===== src/design/assert_macros.svh =====
// ----------------------------------------------------------------------------
// assert_macros.svh
// Shared concurrent assertion macros for the gradient ramp design.
// ----------------------------------------------------------------------------
`ifndef ASSERT_MACROS_SVH
`define ASSERT_MACROS_SVH

// property must hold at every clock edge outside reset
`define ASSERT_CLK(lbl, clk, rst_n, prop) \
  lbl: assert property (@(posedge clk) disable iff (!rst_n) prop) \
    else $error("assertion failed");

// condition must never be true outside reset
`define ASSERT_NEVER(lbl, clk, rst_n, cond) \
  lbl: assert property (@(posedge clk) disable iff (!rst_n) !(cond)) \
    else $error("forbidden condition seen");

`endif


===== src/design/grcl_pkg.sv =====
// ----------------------------------------------------------------------------
// grcl_pkg
// Shared constants and types for the gradient ramp color lookup.
// ----------------------------------------------------------------------------
package grcl_pkg;

  localparam int MAX_STOPS_DEF = 8;
  localparam int FRAC_BITS_DEF = 16;

  localparam int CH_W    = 8;
  localparam int NUM_CH  = 4;
  localparam int COLOR_W = CH_W * NUM_CH;
  localparam int SLOT_W  = 3;
  localparam int CNT_W   = 4;

  localparam logic CMD_LOAD = 1'b0;
  localparam logic CMD_EVAL = 1'b1;

  // packed r, g, b, a from the top byte down
  localparam logic [COLOR_W-1:0] COLOR_BLACK = 32'h000000FF;
  localparam logic [COLOR_W-1:0] COLOR_WHITE = 32'hFFFFFFFF;

  typedef struct packed {
    logic busy;
    logic done;
  } blend_sts_t;

endpackage


===== src/design/grcl_ram.sv =====
// ----------------------------------------------------------------------------
// grcl_ram
// Generic single write port, single read port RAM with registered read.
// ----------------------------------------------------------------------------
module grcl_ram #(
  parameter int WIDTH = 49,
  parameter int DEPTH = 8
) (
  input  logic                     clk,
  input  logic                     we,
  input  logic [$clog2(DEPTH)-1:0] waddr,
  input  logic [WIDTH-1:0]         wdata,
  input  logic                     re,
  input  logic [$clog2(DEPTH)-1:0] raddr,
  output logic [WIDTH-1:0]         rdata
);

  logic [WIDTH-1:0] mem_r [DEPTH];
  logic [WIDTH-1:0] rdata_r;

  always_ff @(posedge clk) begin
    if (we) begin
      mem_r[waddr] <= wdata;
    end
    if (re) begin
      rdata_r <= mem_r[raddr];
    end
  end

  assign rdata = rdata_r;

endmodule


===== src/design/grcl_blend.sv =====
// ----------------------------------------------------------------------------
// grcl_blend
// Four-lane channel interpolator: a multiply state, then a shared
// restoring divide by twice the span, one quotient bit per cycle.
// ----------------------------------------------------------------------------
module grcl_blend #(
  parameter int PW = grcl_pkg::FRAC_BITS_DEF + 1
) (
  input  logic                         clk,
  input  logic                         rst_n,
  input  logic                         start,
  input  logic [grcl_pkg::COLOR_W-1:0] color_lo,
  input  logic [grcl_pkg::COLOR_W-1:0] color_hi,
  input  logic [PW-1:0]                span,
  input  logic [PW-1:0]                offs,
  output grcl_pkg::blend_sts_t         sts,
  output logic [grcl_pkg::COLOR_W-1:0] result
);

  localparam int CH_W   = grcl_pkg::CH_W;
  localparam int NUM_CH = grcl_pkg::NUM_CH;
  localparam int CW     = grcl_pkg::COLOR_W;
  localparam int PRW    = PW + CH_W;
  localparam int NW     = PW + CH_W + 2;
  localparam int SW     = $clog2(CH_W);

  typedef enum logic [1:0] {B_IDLE, B_MUL, B_DIV} bstate_t;

  bstate_t         state_r;
  logic            done_r;
  logic [CW-1:0]   clo_r;
  logic [CW-1:0]   chi_r;
  logic [PW-1:0]   span_r;
  logic [PW-1:0]   offs_r;
  logic [NW-1:0]   dsh_r;
  logic [SW-1:0]   step_r;
  logic [NW-1:0]   rem_r [NUM_CH];
  logic [CH_W-1:0] q_r   [NUM_CH];

  logic [PW-1:0]   rest;
  logic [PRW-1:0]  prod_a [NUM_CH];
  logic [PRW-1:0]  prod_b [NUM_CH];
  logic [NW-1:0]   num    [NUM_CH];

  // num = 2*x*(span-d) + 2*y*d + span, never negative and below 256*2*span
  always_comb begin
    rest = span_r - offs_r;
    for (int k = 0; k < NUM_CH; k++) begin
      prod_a[k] = PRW'(clo_r[(CW-1-k*CH_W) -: CH_W]) * PRW'(rest);
      prod_b[k] = PRW'(chi_r[(CW-1-k*CH_W) -: CH_W]) * PRW'(offs_r);
      num[k]    = (NW'(prod_a[k]) << 1) + (NW'(prod_b[k]) << 1) + NW'(span_r);
    end
  end

  always_ff @(posedge clk) begin
    if (!rst_n) begin
      state_r <= B_IDLE;
      done_r  <= 1'b0;
    end else begin
      done_r <= (state_r == B_DIV) && (step_r == SW'(CH_W - 1));
      case (state_r)
        B_IDLE: begin
          if (start) begin
            clo_r   <= color_lo;
            chi_r   <= color_hi;
            span_r  <= span;
            offs_r  <= offs;
            state_r <= B_MUL;
          end
        end
        B_MUL: begin
          for (int k = 0; k < NUM_CH; k++) begin
            rem_r[k] <= num[k];
            q_r[k]   <= '0;
          end
          dsh_r   <= NW'({span_r, 1'b0}) << (CH_W - 1);
          step_r  <= '0;
          state_r <= B_DIV;
        end
        B_DIV: begin
          for (int k = 0; k < NUM_CH; k++) begin
            if (rem_r[k] >= dsh_r) begin
              rem_r[k] <= rem_r[k] - dsh_r;
              q_r[k]   <= {q_r[k][CH_W-2:0], 1'b1};
            end else begin
              q_r[k]   <= {q_r[k][CH_W-2:0], 1'b0};
            end
          end
          dsh_r  <= dsh_r >> 1;
          step_r <= step_r + 1'b1;
          if (step_r == SW'(CH_W - 1)) begin
            state_r <= B_IDLE;
          end
        end
        default: begin
          state_r <= B_IDLE;
        end
      endcase
    end
  end

  always_comb begin
    for (int k = 0; k < NUM_CH; k++) begin
      result[(CW-1-k*CH_W) -: CH_W] = q_r[k];
    end
  end

  assign sts.busy = (state_r != B_IDLE);
  assign sts.done = done_r;

endmodule


===== src/design/gradient_ramp_color_lookup.sv =====
// ----------------------------------------------------------------------------
// gradient_ramp_color_lookup
// Multi-stop linear color ramp: stop table in a RAM, scanned per query.
// ----------------------------------------------------------------------------
// Usage:
//   in_* is a request stream. in_tuser low loads one stop (slot, position,
//   rgba) into the stop table; in_tuser high evaluates the ramp at query_pos.
//   out_* carries one rgba color per evaluate request, none for a load.
//   cfg_we/cfg_wdata sets the number of stops in use; write it while idle.
// Timing:
//   a load keeps the input ready, and the next request is taken right after.
//   an evaluate reads the last stop, then scans from slot 0; one clamped to
//   the first or last stop ends at slot 0, an interpolated one scans on to
//   the upper bracketing stop and then blends. the scan reads one stop per
//   cycle through the table's single read port, and the blend unit spends
//   a multiply state plus 8 divide steps.
// Reset:
//   restores two stops (0.0 black, 1.0 white) with stop count 2; per-slot
//   valid bits make unwritten slots read as their reset value.
// Stall:
//   a result waits in the output register; the next request is still taken
//   and worked on, and holds only at the hand-off while the register is full.
// ----------------------------------------------------------------------------
`include "assert_macros.svh"

module gradient_ramp_color_lookup #(
  parameter int MAX_STOPS = grcl_pkg::MAX_STOPS_DEF,
  parameter int FRAC_BITS = grcl_pkg::FRAC_BITS_DEF
) (
  input  logic                         clk,
  input  logic                         rst_n,
  input  logic                         cfg_we,
  input  logic [grcl_pkg::CNT_W-1:0]   cfg_wdata,
  input  logic                         in_tvalid,
  output logic                         in_tready,
  // stop_slot, stop_pos, stop_red, stop_green, stop_blue, stop_alpha,
  // query_pos, zero fill
  input  logic [((grcl_pkg::SLOT_W + 2*(FRAC_BITS+1) + grcl_pkg::COLOR_W + 7) / 8) * 8 - 1:0]
                                       in_tdata,
  // cmd
  input  logic                         in_tuser,
  output logic                         out_tvalid,
  input  logic                         out_tready,
  // out_red, out_green, out_blue, out_alpha
  output logic [grcl_pkg::COLOR_W-1:0] out_tdata
);

  localparam int CH_W   = grcl_pkg::CH_W;
  localparam int CW     = grcl_pkg::COLOR_W;
  localparam int SLOT_W = grcl_pkg::SLOT_W;
  localparam int CNT_W  = grcl_pkg::CNT_W;
  localparam int PW     = FRAC_BITS + 1;
  localparam int AW     = $clog2(MAX_STOPS);
  localparam int EW     = PW + CW;
  localparam logic [PW-1:0] POS_ONE = {1'b1, {FRAC_BITS{1'b0}}};

  typedef enum logic [2:0] {S_IDLE, S_LAST, S_SCAN, S_BLEND, S_EMIT} state_t;

  function automatic logic [PW-1:0] sat_pos(input logic [PW-1:0] v);
    return (v > POS_ONE) ? POS_ONE : v;
  endfunction

  function automatic logic [EW-1:0] reset_entry(input logic [AW-1:0] a);
    logic [EW-1:0] e;
    e = '0;
    if (a == AW'(0)) begin
      e = {{PW{1'b0}}, grcl_pkg::COLOR_BLACK};
    end else if (a == AW'(1)) begin
      e = {POS_ONE, grcl_pkg::COLOR_WHITE};
    end
    return e;
  endfunction

  // request fields
  logic [SLOT_W-1:0] f_slot;
  logic [PW-1:0]     f_spos;
  logic [CW-1:0]     f_color;
  logic [PW-1:0]     f_qpos;

  assign f_slot  = in_tdata[SLOT_W-1:0];
  assign f_spos  = in_tdata[SLOT_W +: PW];
  // stored packed with red in the top byte
  assign f_color = {in_tdata[SLOT_W+PW +: CH_W],
                    in_tdata[SLOT_W+PW+CH_W +: CH_W],
                    in_tdata[SLOT_W+PW+2*CH_W +: CH_W],
                    in_tdata[SLOT_W+PW+3*CH_W +: CH_W]};
  assign f_qpos  = in_tdata[SLOT_W+PW+CW +: PW];

  state_t           state_r;
  logic [CNT_W-1:0] count_r;
  logic [MAX_STOPS-1:0] valid_r;
  logic             rd_valid_r;
  logic [AW-1:0]    rd_addr_r;
  logic [PW-1:0]    t_r;
  logic [AW-1:0]    idx_r;
  logic [PW-1:0]    plast_r;
  logic [CW-1:0]    clast_r;
  logic [PW-1:0]    prev_pos_r;
  logic [CW-1:0]    prev_col_r;
  logic [CW-1:0]    res_r;
  logic             out_valid_r;
  logic [CW-1:0]    out_data_r;

  logic             in_acc;
  logic             acc_load;
  logic             acc_eval;
  logic [AW-1:0]    n_last;
  logic             wr_en;
  logic [AW-1:0]    wr_addr;
  logic             rd_en;
  logic [AW-1:0]    rd_addr;
  logic [EW-1:0]    ram_q;
  logic [EW-1:0]    ent;
  logic [PW-1:0]    ent_pos;
  logic [CW-1:0]    ent_col;
  logic             at_first;
  logic             hit;
  logic             first_end;
  logic             hit_later;
  logic             advance;
  logic             blend_start;
  logic [PW-1:0]    blend_span;
  logic [PW-1:0]    blend_offs;
  logic [CW-1:0]    blend_res;
  grcl_pkg::blend_sts_t blend_sts;

  assign in_tready = (state_r == S_IDLE);
  assign in_acc    = in_tvalid && in_tready;
  assign acc_load  = in_acc && (in_tuser == grcl_pkg::CMD_LOAD);
  assign acc_eval  = in_acc && (in_tuser == grcl_pkg::CMD_EVAL);

  // last slot in use, count clamped to [2, MAX_STOPS]
  always_comb begin
    if (count_r < CNT_W'(2)) begin
      n_last = AW'(1);
    end else if (32'(count_r) > 32'(MAX_STOPS)) begin
      n_last = AW'(MAX_STOPS - 1);
    end else begin
      n_last = AW'(count_r - 1'b1);
    end
  end

  assign wr_en   = acc_load && (32'(f_slot) < 32'(MAX_STOPS));
  assign wr_addr = AW'(f_slot);

  // table entry as seen in the cycle after the read
  assign ent     = rd_valid_r ? ram_q : reset_entry(rd_addr_r);
  assign ent_pos = ent[EW-1 -: PW];
  assign ent_col = ent[CW-1:0];

  assign at_first    = (idx_r == '0);
  assign hit         = (t_r <= ent_pos);
  assign first_end   = at_first && (hit || (t_r >= plast_r));
  assign hit_later   = !at_first && hit;
  assign advance     = (state_r == S_SCAN) && !first_end && !hit_later;
  assign blend_start = (state_r == S_SCAN) && hit_later && (ent_pos > prev_pos_r);
  assign blend_span  = ent_pos - prev_pos_r;
  // the scan only moves past stops that lie below the query
  assign blend_offs  = t_r - prev_pos_r;

  always_comb begin
    rd_en   = 1'b0;
    rd_addr = '0;
    case (state_r)
      S_IDLE: begin
        rd_en   = acc_eval;
        rd_addr = n_last;
      end
      S_LAST: begin
        rd_en   = 1'b1;
        rd_addr = '0;
      end
      S_SCAN: begin
        rd_en   = advance;
        rd_addr = idx_r + 1'b1;
      end
      default: begin
        rd_en   = 1'b0;
        rd_addr = '0;
      end
    endcase
  end

  grcl_ram #(
    .WIDTH (EW),
    .DEPTH (MAX_STOPS)
  ) u_stop_ram (
    .clk   (clk),
    .we    (wr_en),
    .waddr (wr_addr),
    .wdata ({sat_pos(f_spos), f_color}),
    .re    (rd_en),
    .raddr (rd_addr),
    .rdata (ram_q)
  );

  grcl_blend #(
    .PW (PW)
  ) u_blend (
    .clk      (clk),
    .rst_n    (rst_n),
    .start    (blend_start),
    .color_lo (prev_col_r),
    .color_hi (ent_col),
    .span     (blend_span),
    .offs     (blend_offs),
    .sts      (blend_sts),
    .result   (blend_res)
  );

  always_ff @(posedge clk) begin
    if (!rst_n) begin
      state_r     <= S_IDLE;
      count_r     <= CNT_W'(2);
      valid_r     <= '0;
      rd_valid_r  <= 1'b0;
      out_valid_r <= 1'b0;
    end else begin
      if (cfg_we) begin
        count_r <= cfg_wdata;
      end
      if (wr_en) begin
        valid_r[wr_addr] <= 1'b1;
      end
      if (rd_en) begin
        rd_valid_r <= valid_r[rd_addr];
        rd_addr_r  <= rd_addr;
      end
      // a hand-off in the emit state reloads the register below
      if (out_valid_r && out_tready && (state_r != S_EMIT)) begin
        out_valid_r <= 1'b0;
      end

      case (state_r)
        S_IDLE: begin
          if (acc_eval) begin
            t_r     <= sat_pos(f_qpos);
            state_r <= S_LAST;
          end
        end
        S_LAST: begin
          plast_r <= ent_pos;
          clast_r <= ent_col;
          idx_r   <= '0;
          state_r <= S_SCAN;
        end
        S_SCAN: begin
          if (at_first && hit) begin
            res_r   <= ent_col;
            state_r <= S_EMIT;
          end else if (first_end) begin
            res_r   <= clast_r;
            state_r <= S_EMIT;
          end else if (hit_later) begin
            if (blend_start) begin
              state_r <= S_BLEND;
            end else begin
              // zero span gives the lower stop
              res_r   <= prev_col_r;
              state_r <= S_EMIT;
            end
          end else begin
            prev_pos_r <= ent_pos;
            prev_col_r <= ent_col;
            idx_r      <= idx_r + 1'b1;
          end
        end
        S_BLEND: begin
          if (blend_sts.done) begin
            res_r   <= blend_res;
            state_r <= S_EMIT;
          end
        end
        S_EMIT: begin
          if (!out_valid_r || out_tready) begin
            out_valid_r <= 1'b1;
            out_data_r  <= {res_r[CH_W-1:0], res_r[2*CH_W-1:CH_W],
                            res_r[3*CH_W-1:2*CH_W], res_r[CW-1:3*CH_W]};
            state_r     <= S_IDLE;
          end
        end
        default: begin
          state_r <= S_IDLE;
        end
      endcase
    end
  end

  assign out_tvalid = out_valid_r;
  assign out_tdata  = out_data_r;

  `ASSERT_CLK(a_load_no_result, clk, rst_n, (acc_load && !out_tvalid) |=> !out_tvalid)
  `ASSERT_CLK(a_eval_holds_input, clk, rst_n, acc_eval |=> !in_tready)
  `ASSERT_CLK(a_scan_below_query, clk, rst_n, (state_r == S_SCAN && !at_first) |-> (t_r > prev_pos_r))
  `ASSERT_NEVER(a_blend_overlap, clk, rst_n, blend_start && blend_sts.busy)

endmodule

===== config.mk =====
export PLATFORM = sky130hd
export DESIGN_NAME = gradient_ramp_color_lookup
export DESIGN_NICKNAME = d
export VERILOG_FILES = /design/src/design/grcl_pkg.sv /design/src/design/grcl_ram.sv /design/src/design/grcl_blend.sv /design/src/design/gradient_ramp_color_lookup.sv
export VERILOG_INCLUDE_DIRS = /design/src /design/src/design
export SDC_FILE = /design/constraint.sdc
export NUM_CORES = 2
export LEC_CHECK = 0
export ABC_CLOCK_PERIOD_IN_PS = 15300
export BUFFER_PORTS_ARGS = -buffer_cell sky130_fd_sc_hd__clkbuf_2
export CORE_AREA = 2 2 389 391
export CTS_CLUSTER_DIAMETER = 80
export CTS_CLUSTER_SIZE = 40
export DETAILED_ROUTE_END_ITERATION = 6
export DIE_AREA = 0 0 391 393
export PLACE_DENSITY = 0.71
export SKIP_CTS_REPAIR_TIMING = 1
export SYNTH_ARGS = -nofsm -noshare
export SYNTH_HDL_FRONTEND = slang
export SYNTH_SLANG_ARGS = --single-unit

===== constraint.sdc =====
create_clock -name clk -period 15.3 [get_ports clk]
set_clock_uncertainty 0.1 [all_clocks]
set_input_delay 3.06 -clock clk [delete_from_list [all_inputs] [get_ports clk]]
set_output_delay 3.06 -clock clk [all_outputs]
set_load 0.01 [all_outputs]

== Yosys cells after proc, flatten, opt, wreduce, memory -nomap -nowiden ==
Memories as Yosys holds them, arrays and structs flattened. A register that Yosys moved wholly into a read port is not among the register bits.
Cells that the tools add are included.

* Flip-flop bits (word level): 333
* Bits in writable memories: 532
* Bits of input ports: 82
* Output and inout port bits: 34
* Logic and storage cells: 226
* Memories: 3

* $add $sub $neg: 18
* Multiply operators: 8
* Order comparisons: 14
* Equality and inequality tests: 19
* Muxes and demuxes: 87
* Bitwise logic cells: 17
* Reduce and logical (&&, ||, !) cells: 38

{| class="wikitable"
|+ Memory list
! memory !! words !! width !! read ports !! clocked after memory_dff !! wr ports !! line !! text
|-
| u_stop_ram.mem_r || 8 || 49 || 1 || 1 || 1 || grcl_ram.sv:18 || <nowiki>logic [WIDTH-1:0] mem_r [DEPTH];</nowiki>
|-
| u_blend.rem_r || 4 || 27 || 4 || 0 || 4 || grcl_blend.sv:37 || <nowiki>logic [NW-1:0] rem_r [NUM_CH];</nowiki>
|-
| u_blend.q_r || 4 || 8 || 4 || 0 || 4 || grcl_blend.sv:38 || <nowiki>logic [CH_W-1:0] q_r [NUM_CH];</nowiki>
|}

{| class="wikitable"
|+ Operators with widths
! cell !! number
|-
| 8-bit by 17-bit multiplier with 25-bit output || 8
|-
| 32-bit two-way mux || 5
|-
| 49-bit two-way mux || 3
|-
| 26-bit by 26-bit adder with 27-bit output || 4
|-
| 27-bit by 17-bit adder with 27-bit output || 4
|-
| 27-bit >= comparator || 4
|-
| 27-bit two-way mux || 4
|-
| 27-bit subtractor || 4
|-
| 8-bit two-way mux || 8
|-
| 32-bit case mux with 2 select lines || 1
|-
| 27-bit case mux with 2 select lines || 1
|-
| 17-bit subtractor || 3
|-
| 1-bit two-way mux || 42
|-
| 3-bit two-way mux || 12
|-
| 17-bit greater-than comparator, second input constant || 2
|-
| 3-bit case mux with 2 select lines || 3
|-
| 17-bit >= comparator || 1
|-
| 17-bit greater-than comparator || 1
|-
| 17-bit less-or-equal comparator || 1
|-
| 17-bit two-way mux || 1
|-
| 3-bit case mux with 5 select lines || 1
|-
| 5-bit AND reduction || 3
|-
| 1-bit logical AND || 14
|-
| 2-bit inequality test, second input constant || 6
|-
| other kinds (30) || 65
|}

== Logic depth before layout (Yosys ltp) ==
* Word-level depth: 13
* Gate-level depth with buffers: 40

== Modules after synthesis ==
From an unflattened synthesis, not the netlist that was laid out.

* Cells, all modules: 7,450
* Area total of the unflattened synthesis: 81,662.1 µm²

{| class="wikitable"
|+ By module, submodules not included
! module !! instances !! cells an instance !! area an instance (µm²) !! sequential area each (µm²)
|-
| grcl_blend || 1 || 5,932 || 54,706.2 || 8,047.7
|-
| grcl_ram || 1 || 628 || 16,233.1 || 13,242.7
|-
| gradient_ramp_color_lookup || 1 || 890 || 10,722.8 || 5,895.7
|}

== Worst setup path before layout ==
Ideal clock, no wire load.

* Kind: reg-to-reg
* From: register u_blend.offs_r[2]
* To: memory u_blend.rem_r[2][25] (netlist name), data pin
* Arrival time: 8,083 ps
* Required time: 14,938 ps
* Slack: 6,856 ps
* Stages on the path, launching flop included: 36
* Path buffers: 2
* Cells stage by stage: edfxtp_1 -> clkbuf_1 -> inv_1 -> ha_1 -> nor2b_1 -> o21ai_0 -> a21boi_1 -> o21ai_1 -> a21oi_1 -> a21oi_1 -> xnor2_1 -> clkbuf_1 -> and2_1 -> fa_1 -> fa_1 -> fa_1 -> inv_1 -> fa_1 -> inv_1 -> ha_1 -> and2_1 -> o21ai_0 -> o311ai_4 -> a21o_1 -> a21oi_1 -> xnor2_1 -> fa_1 -> ha_1 -> a21oi_1 -> o21ai_0 -> a211o_1 -> a31oi_1 -> o21ai_0 -> o31a_1 -> xnor2_1 -> mux2i_1

{| class="wikitable"
|+ RTL lines
! element !! line !! text
|-
| start: declaration || grcl_blend.sv:34 || <nowiki>logic [PW-1:0] offs_r;</nowiki>
|-
| start signal: assignment || grcl_blend.sv:67 || <nowiki>offs_r <= offs;</nowiki>
|-
| end: declaration || grcl_blend.sv:37 ||
|}

==> flow_summary.ini <==
[placement]
placed_cell_area_sq_mm = 0.08455
gp_congestion = 0.9692
hpwl_um = 155400
port_buffers = 112
placedCellCount = 9904
pre_cts_ws_ns = 4.839

[synth]
synth_top_area_share_pct = 32.76
postSynthAreaPerCell_sq_um = 10.13
syn_nets = 9635
ys_types = 89
ys_dominant_reg_cell = edfxtp_1
yosys.area.top_type = edfxtp_1
ys_seq_elements = 912
syn_area_sq_mm = 0.08176
yosysSeqAreaShare_pct = 33.25
synthCells = 8074
synth-edff-count = 892
ys_warn_count = 0
synthArstFlopShare_pct = 0
yosys-top-cells-area = edfxtp_1, fa_1, ha_1

[status]
violations = design-rule violations
status = finished with violations

[timing]
hold_viol = 0
maxSlewViolCount = 0
fin_ws_ns = 4.667
fin_crit_ns = 10.63
hold_slack_ns = 0.3253
period_share_pct = 69.49
worst_pin_slew_ns = 1.039
slew_headroom_pct = 30.73
rsz0062_at_grt = false
fmax_mhz = 94.05
fin_tns_setup_ns = 0
setup_viol = 0

[routing]
drc = 3
wl_met3_um = 16100
wl_per_cell_um = 21.23
wirelength_um = 212300
highest_layer = met5
wl_met1_um = 88250
detail_route.vias_per_cell = 5.863
drt-pass1-iter-count = 7
vias = 58620
ant_nets = 0
wl_met2_um = 97710
drt_iter0_markers = 4848

[cells_and_area]
fin_util_pct = 57.99
nets = 9572
drive_above_1_share_pct = 4.981
final_area_sq_mm = 0.08654
finalNonFillerCells = 9999
layout_commonest_cell = nand2_1
mostFrequentLayoutCells = nand2_1, inv_1, edfxtp_1
synthToLayoutAreaGrowth_pct = 5.847

[clocking]
cts.sinks = 912
clock-root-buffer = clkbuf_16
cts_tree = done
clk_pin_slew_worst_paths_ns = 0.09
clock_path_buffers = 3
clk_latency_ns = 0.77
htreeDepth = 2
cts_buffers = 49

[worst_setup_path]
worstSetupPathType = flop to flop
path_buf_inv = 4
cpPeakStageDelay_ns = 0.71
worstPathRequired_ns = 15.64
crit_fanout = 17
crit_top_cell = fa_1
cp_slowest_cell = edfxtp_1
arrival_ns = 10.98
critical-path-top-delay-family = adder cells
worstSetupEndpointType = flop
cp-start-kind = flop

[global_route]
grt_pass1_vias = 58910
overflow = 0
grt_max_degree = 201
grt_pass1_wl_um = 330900
gr-usage-all-layers_pct = 27.85
antenna_found_initial = 15

[floorplanning]
coreArea_sq_mm = 0.1492
die_h_um = 393
rows = 142
num_io_pins = 116
die-width_um = 391
dieArea_sq_mm = 0.1537
start_util_pct = 54.78

[pwr]
vdd_drop_max_v = 0.0001611
power_density_mw_per_mm2 = 113.2
power.total_mw = 9.793
p_leak_nw = 37.65

[min_path]
hold_class = flop to flop

[job]
maxCapViolations = 0
==> flip-flops by register name, summed over array words and instances, names as in the netlist, 25 cells and up <==
register and flops:
u_stop_ram.mem_r 392, u_blend.rem_r 108, u_stop_ram.rdata 49, clast_r 32
out_tdata 32, prev_col_r 32, res_r 32, u_blend.chi_r 32
u_blend.clo_r 32, u_blend.q_r 32, u_blend.dsh_r 25
==> cell type report <==
class	instances	area [sq um]
flip-flops and latches	912	27190
fillers	12490	62700
repair buffers	214	1339
inverters	897	3372
multi-input cells	5937	50220
clock inverters	40	743.2
clock buffers	50	1230
well taps	1944	2432
diodes	5	12.51
==> synth_stat cells (32+ instances only) <==
cell,n
nand2_1,1065
inv_1,896
edfxtp_1,892
fa_1,795
ha_1,684
and2_1,650
a21oi_1,339
nand3_1,335
clkbuf_1,303
nor2_1,271
o21ai_0,252
xnor2_1,248
a21o_1,160
nor2b_1,146
nand2b_1,100
xor2_1,98
nor3_1,89
and3_1,67
o21a_1,63
mux2i_1,51
o22ai_1,39
a211oi_1,36
or3_1,36
a31oi_1,34
o21bai_1,32
==> path summary, 6_finish.rpt <==
check / cells after the start / end / slack (ns) / start
worst min-delay path: 0 / out_tdata[0]$_DFFE_PP_ / 0.33 / res_r[24]$_DFFE_PP_
worst max-delay path: 34 / u_blend.rem_r[1][24]$_DFFE_PP_ / 4.67 / u_blend.span_r[0]$_DFFE_PP_
worst max register to register: 34 / u_blend.rem_r[1][24]$_DFFE_PP_ / 4.67 / u_blend.span_r[0]$_DFFE_PP_
worst min register to register: 0 / out_tdata[0]$_DFFE_PP_ / 0.33 / res_r[24]$_DFFE_PP_
==> power breakdown <==
group	internal (mW)	total (mW)	leakage [nW]	switching (mW)
logic	1.91	4.90	28.4	2.99
registers	3.16	3.22	8.30	0.0602
clock network	0.684	1.68	0.919	0.996
==> routing by layer <==
| layer | vias up | GRT usage (%) |
|---|---|---|
| met5 | - | 0 |
| met4 | 16 | 11.98 |
| met3 | 419 | 4.839 |
| met2 | 1980 | 45.24 |
| met1 | 29250 | 36.90 |
| li1 | 26960 | - |
==> worst register-to-register path: cells and delay by family (launching register included) <==
family / cells / cell delay (ns)
fa+ha+maj: 9 / 3.86
compound gates: 12 / 3.07
mux: 1 / 0.12
flops: 1 / 0.71
simple gates: 6 / 0.93
xor+xnor: 2 / 0.91
buf+inv: 4 / 0.69
==> kinds of logic after synthesis <==
logic type / after synthesis / synth area share, %
fa+ha+maj: 1479 / 29.93
flops: 912 / 33.25
compound gates: 1164 / 9.133
simple gates: 2878 / 17.44
xor+xnor: 346 / 3.706
buf+inv: 1225 / 5.647
mux: 70 / 0.8861
Power figures use the tool's default switching activity.
